`src/rtl/horn_light_output_defines.svh`:
```
// Assertion macros for the horn light output RTL, used by hlo_log.
`ifndef HORN_LIGHT_OUTPUT_DEFINES_SVH
`define HORN_LIGHT_OUTPUT_DEFINES_SVH

`ifndef NO_ASSERTIONS
// Check prop on every clock edge outside reset.
`define HLO_ASSERT(name, clk, rst_n, prop) \
  name: assert property (@(posedge clk) disable iff (!rst_n) prop) \
    else $error("horn_light_output assertion failed");
// Check prop on every clock edge, reset included.
`define HLO_ASSERT_ALWAYS(name, clk, prop) \
  name: assert property (@(posedge clk) prop) \
    else $error("horn_light_output assertion failed");
`else
`define HLO_ASSERT(name, clk, rst_n, prop)
`define HLO_ASSERT_ALWAYS(name, clk, prop)
`endif

`endif

```
`src/rtl/hlo_pkg.sv`:
```
// Types, constants and helper functions for the horn light output block.
package hlo_pkg;

  localparam int unsigned EW   = 24;  // energy, Q12.12
  localparam int unsigned ZW   = 4;
  localparam int unsigned AW   = 7;
  localparam int unsigned PW   = 32;  // Q16.16 parameters
  localparam int unsigned LW   = 48;  // light, Q32.16
  localparam int unsigned KW   = 8;   // A*Z^2 weight
  localparam int unsigned CW   = 40;  // quench term c
  localparam int unsigned E16W = 28;  // energy in Q.16
  localparam int unsigned UW   = 41;  // log argument magnitude
  localparam int unsigned MW   = 32;  // Q1.31 mantissa
  localparam int unsigned KLW  = 6;   // log integer part
  localparam int unsigned FW   = 24;  // log fraction bits
  localparam int unsigned LGW  = KLW + FW;
  localparam int unsigned ROUNDS = FW;
  localparam int unsigned DW   = LGW + 1;
  localparam int unsigned LNW  = 24;  // ln ratio, Q.16
  localparam int unsigned IW   = 49;  // inner term

  localparam logic signed [DW-1:0] LN2_Q30 = 31'sd744261118;
  localparam logic [KLW-1:0] TOP_BIT = 6'd40;

  localparam logic signed [PW-1:0] OFFSET_RST = 32'sd655;
  localparam logic signed [PW-1:0] GAIN_RST   = 32'sd655;
  localparam logic signed [PW-1:0] QUENCH_RST = 32'sd6554;

  localparam logic signed [LW+16:0] LIGHT_MAX = 65'sd140737488355327;
  localparam logic signed [LW+16:0] LIGHT_MIN = -65'sd140737488355328;

  typedef enum logic [1:0] {
    ST_OK    = 2'd0,
    ST_ISO   = 2'd1,
    ST_DEGEN = 2'd2
  } status_e;

  typedef enum logic [1:0] {
    CFG_OFFSET = 2'd0,
    CFG_GAIN   = 2'd1,
    CFG_QUENCH = 2'd2
  } cfg_idx_e;

  // Accepted isotopes as {Z, A}.
  localparam logic [ZW+AW-1:0] ISO_HE3 = {4'd2, 7'd3};
  localparam logic [ZW+AW-1:0] ISO_HE4 = {4'd2, 7'd4};
  localparam logic [ZW+AW-1:0] ISO_HE6 = {4'd2, 7'd6};
  localparam logic [ZW+AW-1:0] ISO_LI6 = {4'd3, 7'd6};
  localparam logic [ZW+AW-1:0] ISO_LI7 = {4'd3, 7'd7};
  localparam logic [ZW+AW-1:0] ISO_LI8 = {4'd3, 7'd8};
  localparam logic [ZW+AW-1:0] ISO_BE7 = {4'd4, 7'd7};
  localparam logic [ZW+AW-1:0] ISO_BE9 = {4'd4, 7'd9};

  // Word traveling beside the datapath.
  typedef struct packed {
    status_e                status;
    logic [E16W-1:0]        e16;
    logic signed [CW-1:0]   c;
  } side_t;

  // A*Z^2 of an accepted isotope, zero for anything else.
  function automatic logic [KW-1:0] quench_weight(input logic [ZW-1:0] z,
                                                  input logic [AW-1:0] a);
    logic [KW-1:0] w;
    case ({z, a})
      ISO_HE3: w = 8'd12;
      ISO_HE4: w = 8'd16;
      ISO_HE6: w = 8'd24;
      ISO_LI6: w = 8'd54;
      ISO_LI7: w = 8'd63;
      ISO_LI8: w = 8'd72;
      ISO_BE7: w = 8'd112;
      ISO_BE9: w = 8'd144;
      default: w = '0;
    endcase
    return w;
  endfunction

endpackage

```
`src/rtl/hlo_front.sv`:
```
// Front stages: isotope check, quench term, log arguments and normalization.
module hlo_front (
  input  logic                           clk_i,
  input  logic                           rst_ni,
  input  logic                           en_i,
  input  logic                           in_valid_i,
  input  logic [hlo_pkg::EW-1:0]         energy_i,
  input  logic [hlo_pkg::ZW-1:0]         charge_z_i,
  input  logic [hlo_pkg::AW-1:0]         mass_a_i,
  input  logic signed [hlo_pkg::PW-1:0]  quench_factor_i,
  output logic                           valid_o,
  output logic [hlo_pkg::MW-1:0]         m_s_o,
  output logic [hlo_pkg::MW-1:0]         m_c_o,
  output logic [hlo_pkg::KLW-1:0]        k_s_o,
  output logic [hlo_pkg::KLW-1:0]        k_c_o,
  output hlo_pkg::side_t                 side_o
);
  import hlo_pkg::*;

  // Coarse leading-zero steps of 32, 16 and 8.
  function automatic logic [KLW+UW-1:0] norm_hi(input logic [UW-1:0] u);
    logic [UW-1:0]  x;
    logic [KLW-1:0] n;
    x = u;
    n = '0;
    if (x[UW-1:UW-32] == '0) begin
      x = x << 32;
      n = n + 6'd32;
    end
    if (x[UW-1:UW-16] == '0) begin
      x = x << 16;
      n = n + 6'd16;
    end
    if (x[UW-1:UW-8] == '0) begin
      x = x << 8;
      n = n + 6'd8;
    end
    return {n, x};
  endfunction

  // Fine leading-zero steps of 4, 2 and 1.
  function automatic logic [KLW+UW-1:0] norm_lo(input logic [UW-1:0] u,
                                                input logic [KLW-1:0] n0);
    logic [UW-1:0]  x;
    logic [KLW-1:0] n;
    x = u;
    n = n0;
    if (x[UW-1:UW-4] == '0) begin
      x = x << 4;
      n = n + 6'd4;
    end
    if (x[UW-1:UW-2] == '0) begin
      x = x << 2;
      n = n + 6'd2;
    end
    if (x[UW-1] == 1'b0) begin
      x = x << 1;
      n = n + 6'd1;
    end
    return {n, x};
  endfunction

  logic [3:0] v_q;

  // Stage 1: weight and quench term.
  logic [KW-1:0]        weight;
  logic signed [PW+KW:0] cprod;
  side_t                side1_d, side1_q;

  assign weight = quench_weight(charge_z_i, mass_a_i);
  assign cprod  = quench_factor_i * $signed({1'b0, weight});

  always_comb begin
    side1_d.status = (weight == '0) ? ST_ISO : ST_OK;
    side1_d.e16    = {energy_i, 4'b0000};
    side1_d.c      = cprod[CW-1:0];
  end

  // Stage 2: log argument and magnitudes.
  logic signed [UW-1:0] s2, c2;
  logic [UW-1:0]        smag_d, cmag_d, smag_q, cmag_q;
  side_t                side2_d, side2_q;

  assign c2     = {side1_q.c[CW-1], side1_q.c};
  assign s2     = $signed({{(UW-E16W){1'b0}}, side1_q.e16}) + c2;
  assign smag_d = s2[UW-1] ? UW'(-s2) : UW'(s2);
  assign cmag_d = c2[UW-1] ? UW'(-c2) : UW'(c2);

  always_comb begin
    side2_d = side1_q;
    if (side1_q.status == ST_OK && (side1_q.c == '0 || s2 == '0)) begin
      side2_d.status = ST_DEGEN;
    end
  end

  // Stage 3: coarse normalization.
  logic [KLW+UW-1:0] ns3, nc3;
  logic [UW-1:0]     us3_q, uc3_q;
  logic [KLW-1:0]    ls3_q, lc3_q;
  side_t             side3_q;

  assign ns3 = norm_hi(smag_q);
  assign nc3 = norm_hi(cmag_q);

  // Stage 4: fine normalization, mantissa and exponent.
  logic [KLW+UW-1:0] ns4, nc4;
  logic [MW-1:0]     ms4_q, mc4_q;
  logic [KLW-1:0]    ks4_q, kc4_q;
  side_t             side4_q;

  assign ns4 = norm_lo(us3_q, ls3_q);
  assign nc4 = norm_lo(uc3_q, lc3_q);

  always_ff @(posedge clk_i or negedge rst_ni) begin
    if (!rst_ni) begin
      v_q <= '0;
    end else if (en_i) begin
      v_q <= {v_q[2:0], in_valid_i};
    end
  end

  always_ff @(posedge clk_i) begin
    if (en_i) begin
      side1_q <= side1_d;
      smag_q  <= smag_d;
      cmag_q  <= cmag_d;
      side2_q <= side2_d;
      ls3_q   <= ns3[KLW+UW-1:UW];
      us3_q   <= ns3[UW-1:0];
      lc3_q   <= nc3[KLW+UW-1:UW];
      uc3_q   <= nc3[UW-1:0];
      side3_q <= side2_q;
      ms4_q   <= ns4[UW-1:UW-MW];
      mc4_q   <= nc4[UW-1:UW-MW];
      ks4_q   <= TOP_BIT - ns4[KLW+UW-1:UW];
      kc4_q   <= TOP_BIT - nc4[KLW+UW-1:UW];
      side4_q <= side3_q;
    end
  end

  assign valid_o = v_q[3];
  assign m_s_o   = ms4_q;
  assign m_c_o   = mc4_q;
  assign k_s_o   = ks4_q;
  assign k_c_o   = kc4_q;
  assign side_o  = side4_q;

endmodule

```
`config.mk`:
```
export PLATFORM = sky130hd
export DESIGN_NAME = hlo_front
export DESIGN_NICKNAME = d
export VERILOG_FILES = /design/src/rtl/horn_light_output_defines.svh /design/src/rtl/hlo_pkg.sv /design/src/rtl/hlo_front.sv
export SDC_FILE = /design/constraint.sdc
export NUM_CORES = 1
export LEC_CHECK = 0
export BUFFER_PORTS_ARGS = -buffer_cell sky130_fd_sc_hd__buf_2
export CAP_MARGIN = 20
export CORE_MARGIN = 2
export CORE_UTILIZATION = 45
export CTS_CLUSTER_DIAMETER = 100
export DETAILED_ROUTE_END_ITERATION = 8
export GPL_TIMING_DRIVEN = 1
export SYNTH_ARGS = -nofsm -noshare
export SYNTH_HDL_FRONTEND = slang
export SYNTH_SLANG_ARGS = --single-unit
```
`constraint.sdc`:
```
create_clock -name clk_i -period 9.8 [get_ports clk_i]
set_input_delay 1.96 -clock clk_i [delete_from_list [all_inputs] [get_ports clk_i]]
set_output_delay 1.96 -clock clk_i [all_outputs]
set_load 0.1 [all_outputs]
```
==> impl_metrics.py, run 1 <==
metrics = {
    "placed_design": {
        "dp_hpwl_um": 55400,
        "numPortBuffers": 213,
        "routabilityCongestion": 0.898,
        "pre_cts_ws_ns": 0.743,
        "dp_cells": 3859,
        "placed_area_um2": 33700,
    },
    "drt": {
        "drc": 0,
        "routed_wl_um": 74000,
        "dr.pass1.iters": 5,
        "num_vias": 21100,
        "drt_iter0_markers": 1623,
        "viasPerCell": 5.34,
        "wire_per_inst_um": 18.7,
        "final_antenna_net_count": 0,
    },
    "sta": {
        "fin_setup_tns_ns": 0,
        "drv_slew": 0,
        "finClkSkew_ns": 0.0218,
        "holdWs_ns": 0.411,
        "setup_viol": 0,
        "worst_slack_ns": 1.22,
        "min_period_over_period": 0.876,
        "fmax_mhz": 116,
        "rsz0062_at_grt": "no",
        "slew-limit-headroom": 0.324,
        "worst_pin_slew_ns": 1.01,
        "final-hold-violation-count": 0,
        "post-route-min-period_ns": 8.58,
    },
    "worst_setup_path": {
        "cp_common_cell": "fa_1",
        "arrival_ns": 8.93,
        "criticalPathCategory": "in -> reg",
        "r2r_slack_ns": 4.81,
        "max_stage_delay_ns": 0.77,
        "endpoint_kind": "flip-flop",
        "path_max_fanout": 33,
        "cp-start-kind": "primary input",
        "cp_slowest_cell": "nor4b_1",
        "required_ns": 10.15,
        "critPathTopFamily": "adder cells",
        "critPathBufInv": 6,
    },
    "global_routing": {
        "grt_first_pass_wirelength_um": 116000,
        "antenna_found_initial": 3,
        "busiest_layer": "met2",
        "overflow": 0,
        "gr-usage-met2": 0.344,
        "grt_use_met3": 0.0266,
        "grt_usage": 0.204,
        "met1_usage": 0.278,
        "grt_max_degree": 170,
        "grt_pass1_vias": 20900,
    },
    "clocking": {
        "post-cts-setup-buffers": 0,
        "post_cts_resized": 0,
        "cts.reportedPaths.clkPinSlew_ns": 0.06,
        "clk_path_buf_depth": 3,
        "cts_root_buffer": "clkbuf_16",
        "postCtsHoldBufs": 0,
        "cts_tree": "done",
        "cts.htree.levels": 2,
        "numCtsBuffers": 54,
        "clk_latency_ns": 0.61,
        "numClockSinks": 507,
    },
    "yosys": {
        "synthFlopType": "edfxtp_1",
        "synth_area_per_cell_um2": 11.3,
        "yosysSeqAreaShare": 0.481,
        "netlist_area_um2": 31600,
        "synth_edf_count": 503,
        "yosys_warnings": 0,
        "ys_ff_latch": 507,
        "syn_inst": 2787,
        "synthDistinctLibCells": 79,
        "synthArstFlopShare": 0.00789,
    },
    "layout": {
        "final_nets": 3349,
        "seq_area_um2": 15200,
        "antennaDiodeCount": 0,
        "final_common_cell": "edfxtp_1",
        "multi_input_area_um2": 14900,
        "final_cell_mix": "edfxtp_1 (503), nand2_1 (407), inv_1 (294)",
        "layout.cells.non_filler": 3956,
        "syn2layout_area_growth_pct": 12.0,
        "finish.instance_area_um2": 35400,
        "drive_gt1_frac": 0.123,
        "fillCellCount": 6272,
    },
    "floorplanning": {
        "die_height_um": 269,
        "die_x_um": 269,
        "initial_core_util": 0.453,
        "die-area_um2": 72400,
        "ioPinCount": 218,
        "rows": 97,
        "core_um2": 69800,
    },
    "flow_run": {
        "cap_violations": 0,
    },
    "power_and_ir_drop": {
        "p_leak_nw": 15.2,
        "peakVddDrop_mv": 0.129,
        "p_per_area_nw_per_um2": 161,
    },
    "status": {
        "status": "completed",
    },
    "hold_path": {
        "hold_path_class": "reg -> reg",
    },
}
==> worst paths after layout <==
check,start,endpoint,cells after the start
hold reg to reg,side2_q[50],side3_q[50],0
hold / removal,side2_q[50],side3_q[50],0
setup / recovery,charge_z_i[3],c2[36],26
min in group asynchronous,rst_ni,v_q[3],1
max in group asynchronous,rst_ni,v_q[2],1
setup reg to reg,c2[4],side2_q[69],12
==> area by class of cell <==
cell class,instances,area share
well taps,940,0.0332
clock buffers,60,0.0394
flip-flops and latches,507,0.429
clock inverters,37,0.00823
multi-input cells,1876,0.422
inverters,295,0.0313
repair buffers,241,0.0370
==> power breakdown <==
group          leakage, nW  internal [mW]  switching (mW)  total, mW
logic                 9.43          0.253           0.741      0.993
registers             4.97           2.61           0.144       2.76
clock network        0.809           1.10           0.831       1.94
==> routing by layer <==
layer / routed length, µm / share of wire
met1: 32900 / 0.44
met2: 36000 / 0.49
met3: 3280 / 0.044
met4: 1790 / 0.024
met5: 43 / 0.00058
==> synthesized netlist by cell type, types with 5 or more instances <==
master / instances / area share
nand4_1: 12 / 0.0024
a211oi_1: 8 / 0.0019
nor2_1: 82 / 0.0097
and3_1: 56 / 0.011
a22oi_1: 15 / 0.0036
fa_1: 197 / 0.12
clkbuf_1: 107 / 0.013
a221o_1: 18 / 0.0057
nand2_1: 408 / 0.048
xnor2_1: 113 / 0.031
xor2_1: 34 / 0.0094
or3_1: 15 / 0.0030
nor2b_1: 10 / 0.0020
or2_2: 10 / 0.0020
a31oi_1: 11 / 0.0022
o21ai_1: 7 / 0.0011
ha_1: 106 / 0.042
o22ai_1: 6 / 0.0012
a21o_1: 35 / 0.0083
inv_1: 294 / 0.035
mux2i_1: 121 / 0.038
edfxtp_1: 503 / 0.48
o31ai_1: 17 / 0.0040
o21bai_1: 6 / 0.0014
o211ai_1: 10 / 0.0024
a221oi_1: 23 / 0.0064
a21oi_1: 105 / 0.017
or4_1: 14 / 0.0033
nor4_1: 25 / 0.0049
o21ai_0: 115 / 0.018
and4_1: 5 / 0.0014
and2_1: 115 / 0.023
nand3_1: 50 / 0.0079
nand2b_1: 16 / 0.0032
nor3b_1: 5 / 0.0012
o21a_1: 12 / 0.0028
nor3_1: 18 / 0.0028
mux2_2: 14 / 0.0050
==> cell families after synthesis <==
group,count (synthesis),synth area share
simple gates,856,0.131
other cells,1,0.000119
compound gates,429,0.0883
xor+xnor,147,0.0407
fa+ha+maj,303,0.167
flops,507,0.481
mux,135,0.0433
buf+inv,409,0.0490
==> state kept, by name (all words and copies together) (netlist names), 32 cells and up <==
register / count
side2_q: 65
side_o: 66
smag_q: 41
m_s_o: 32
m_c_o: 32
side3_q: 66
c2: 40
uc3_q: 39
cmag_q: 40
us3_q: 39
==> per-stage QoR <==
stage	power, mW	utilization
final	5.69	0.508
after global placement	3.78	0.483
after detailed placement	3.80	0.483
after global routing	5.92	0.508
after CTS	5.75	0.508
after floorplan	3.50	-
Note: power is estimated with default switching activity, not from simulation.
==> inputs of run 2 (changes only) <==
Settings changed: PLACE_DENSITY set to 0.72.
Clock period 9.8 ns to 7.5 ns, I/O delays scaled along.
==> run 2 against run 1 <==
Net effect: worst setup slack worse by 0.84 ns; final area up 1.4%; flip-flop and latch count unchanged; highest routed layer is now met4; non-clock buffer count up 60; global-route usage down 0.47 points; first-iteration DRC count up 18%; routed wire length down 3.7%; sequential power up 30%; critical path type unchanged; combinational power up 31%.
==> impl_metrics.py, run 2 (same netlist as run 1, synthesis figures left out) <==
metrics = {
    "power_and_ir_drop": {
        "p_per_area_nw_per_um2": 206,
        "peakVddDrop_mv": 0.156,
        "p_leak_nw": 15.5,
    },
    "worst_setup_path": {
        "arrival_ns": 7.45,
        "r2r_cells": 12,
        "criticalPathCategory": "in -> reg",
        "required_ns": 7.83,
        "cp-start-kind": "primary input",
        "endpoint_kind": "flip-flop",
        "path_max_fanout": 9,
    },
    "sta": {
        "fin_setup_tns_ns": 0,
        "slew-limit-headroom": 0.310,
        "fmax_mhz": 140,
        "final-hold-violation-count": 0,
        "post-route-min-period_ns": 7.12,
        "setup_viol": 0,
        "worst_slack_ns": 0.378,
        "drv_slew": 0,
        "rsz0062_at_grt": "no",
        "worst_pin_slew_ns": 1.03,
        "finClkSkew_ns": 0.0354,
        "min_period_over_period": 0.950,
    },
    "placed_design": {
        "dp_hpwl_um": 53700,
        "dp_cells": 3919,
        "numPortBuffers": 213,
        "routabilityCongestion": 0.940,
        "pre_cts_ws_ns": -0.549,
    },
    "clocking": {
        "numClockSinks": 507,
        "clk_latency_ns": 0.60,
        "cts_root_buffer": "clkbuf_16",
        "numCtsBuffers": 52,
        "cts_tree": "done",
        "cts.htree.levels": 2,
        "post-cts-setup-buffers": 0,
        "cts.reportedPaths.clkPinSlew_ns": 0.06,
        "clk_path_buf_depth": 3,
    },
    "drt": {
        "wire_per_inst_um": 17.7,
        "routed_wl_um": 71200,
        "drt_iter0_markers": 1911,
        "final_antenna_net_count": 0,
        "viasPerCell": 5.28,
        "dr.pass1.iters": 6,
        "drc": 0,
        "num_vias": 21200,
    },
    "hold_path": {
        "whs_path_depth": 0,
        "hold_path_class": "reg -> reg",
    },
    "global_routing": {
        "antenna_found_initial": 2,
        "grt_pass1_vias": 20800,
        "grt_first_pass_wirelength_um": 114000,
        "grt_max_degree": 191,
        "grt_usage": 0.199,
        "overflow": 0,
    },
    "floorplanning": {
        "die_height_um": 269,
        "die-area_um2": 72400,
        "die_x_um": 269,
        "rows": 97,
        "core_um2": 69800,
        "ioPinCount": 218,
        "initial_core_util": 0.453,
    },
    "layout": {
        "drive_gt1_frac": 0.140,
        "final_common_cell": "edfxtp_1",
        "seq_area_um2": 15200,
        "final_nets": 3407,
        "syn2layout_area_growth_pct": 13.6,
        "multi_input_area_um2": 15000,
        "layout.cells.non_filler": 4015,
        "final_cell_mix": "edfxtp_1 (503), nand2_1 (406), inv_1 (294)",
        "fillCellCount": 6140,
    },
    "flow_run": {
        "cap_violations": 0,
    },
    "status": {
        "status": "completed",
    },
}
run 2: changes by cell type in the layout (fill, tap and decap cells not counted), sizes merged:
cell | previous run | this run
buf | 241 | 301
bufinv | 3 | 4
clkbuf | 60 | 63
clkinv | 24 | 18
clkinvlp | 7 | 5
diode | 0 | 2
inv | 298 | 299
run 2: worst paths after layout:
path	start	slack, ns	endpoint
min in group asynchronous	rst_ni	0.70	v_q[3]
setup / recovery	mass_a_i[6]	0.38	c2[30]
hold reg to reg	side3_q[34]	0.40	side_o[34]
max in group asynchronous	rst_ni	6.69	v_q[2]
hold / removal	side3_q[34]	0.40	side_o[34]
setup reg to reg	c2[4]	2.51	side2_q[69]
run 2: repair_timing:
| action | CTS | global route |
|---|---|---|
| gates resized for setup | 0 | 3 |
| hold buffers | 0 | 0 |
| setup endpoints to repair | 0 | 13 |
run 2: area by class of cell:
cell class,count,area share
Antenna cell,2,0.000139
Sequential cell,507,0.423
Clock inverter,31,0.00819
Inverter,295,0.0308
Clock buffer,63,0.0380
Tap cell,940,0.0328
Multi-Input combinational cell,1876,0.417
Timing Repair Buffer,301,0.0501
run 2: report_power, final:
part           leakage (nW)  internal (mW)  switching [mW]  total (mW)
registers              4.97           3.42           0.178        3.59
logic                  9.76          0.333           0.965        1.30
clock network         0.795           1.44            1.07        2.51
total                  15.5           5.19            2.21        7.40
run 2: metrics by stage:
stage / instance area, µm² / power [mW] / hold WS, ns / utilization
after floorplan: 31700 / 4.58 / 0.400 / -
after global placement: 34200 / 4.94 / 0.401 / 0.491
after detailed placement: 34200 / 4.95 / 0.405 / 0.491
after CTS: 35900 / 7.47 / 0.389 / 0.514
after global routing: 35900 / 7.70 / 0.413 / 0.515
final: 35900 / 7.40 / 0.398 / 0.515
run 2: per-layer routing:
metal,vias up,track usage,routed length (µm)
li1,10200,-,-
met1,10200,0.278,31700
met2,658,0.323,33800
met3,81,0.0307,4100
met4,0,0.0571,1560
met5,-,0,0
run 2: critical path: stages:
cell and delay (ns):
buf_2 0.15, nor4_2 0.35, and4b_1 0.33, nand3_1 0.21, o21ai_1 0.14, buf_4 0.20
buf_4 0.18, nand2_1 0.09, fa_1 0.54, inv_1 0.05, fa_1 0.39, fa_1 0.52
inv_1 0.05, fa_1 0.53, inv_1 0.04, ha_1 0.32, o21a_1 0.19, o211ai_1 0.15
nor2_1 0.08, a21o_1 0.21, a41o_1 0.25, a221o_1 0.35, a31oi_1 0.26, o21ai_0 0.12
a21oi_1 0.18, xnor2_1 0.07
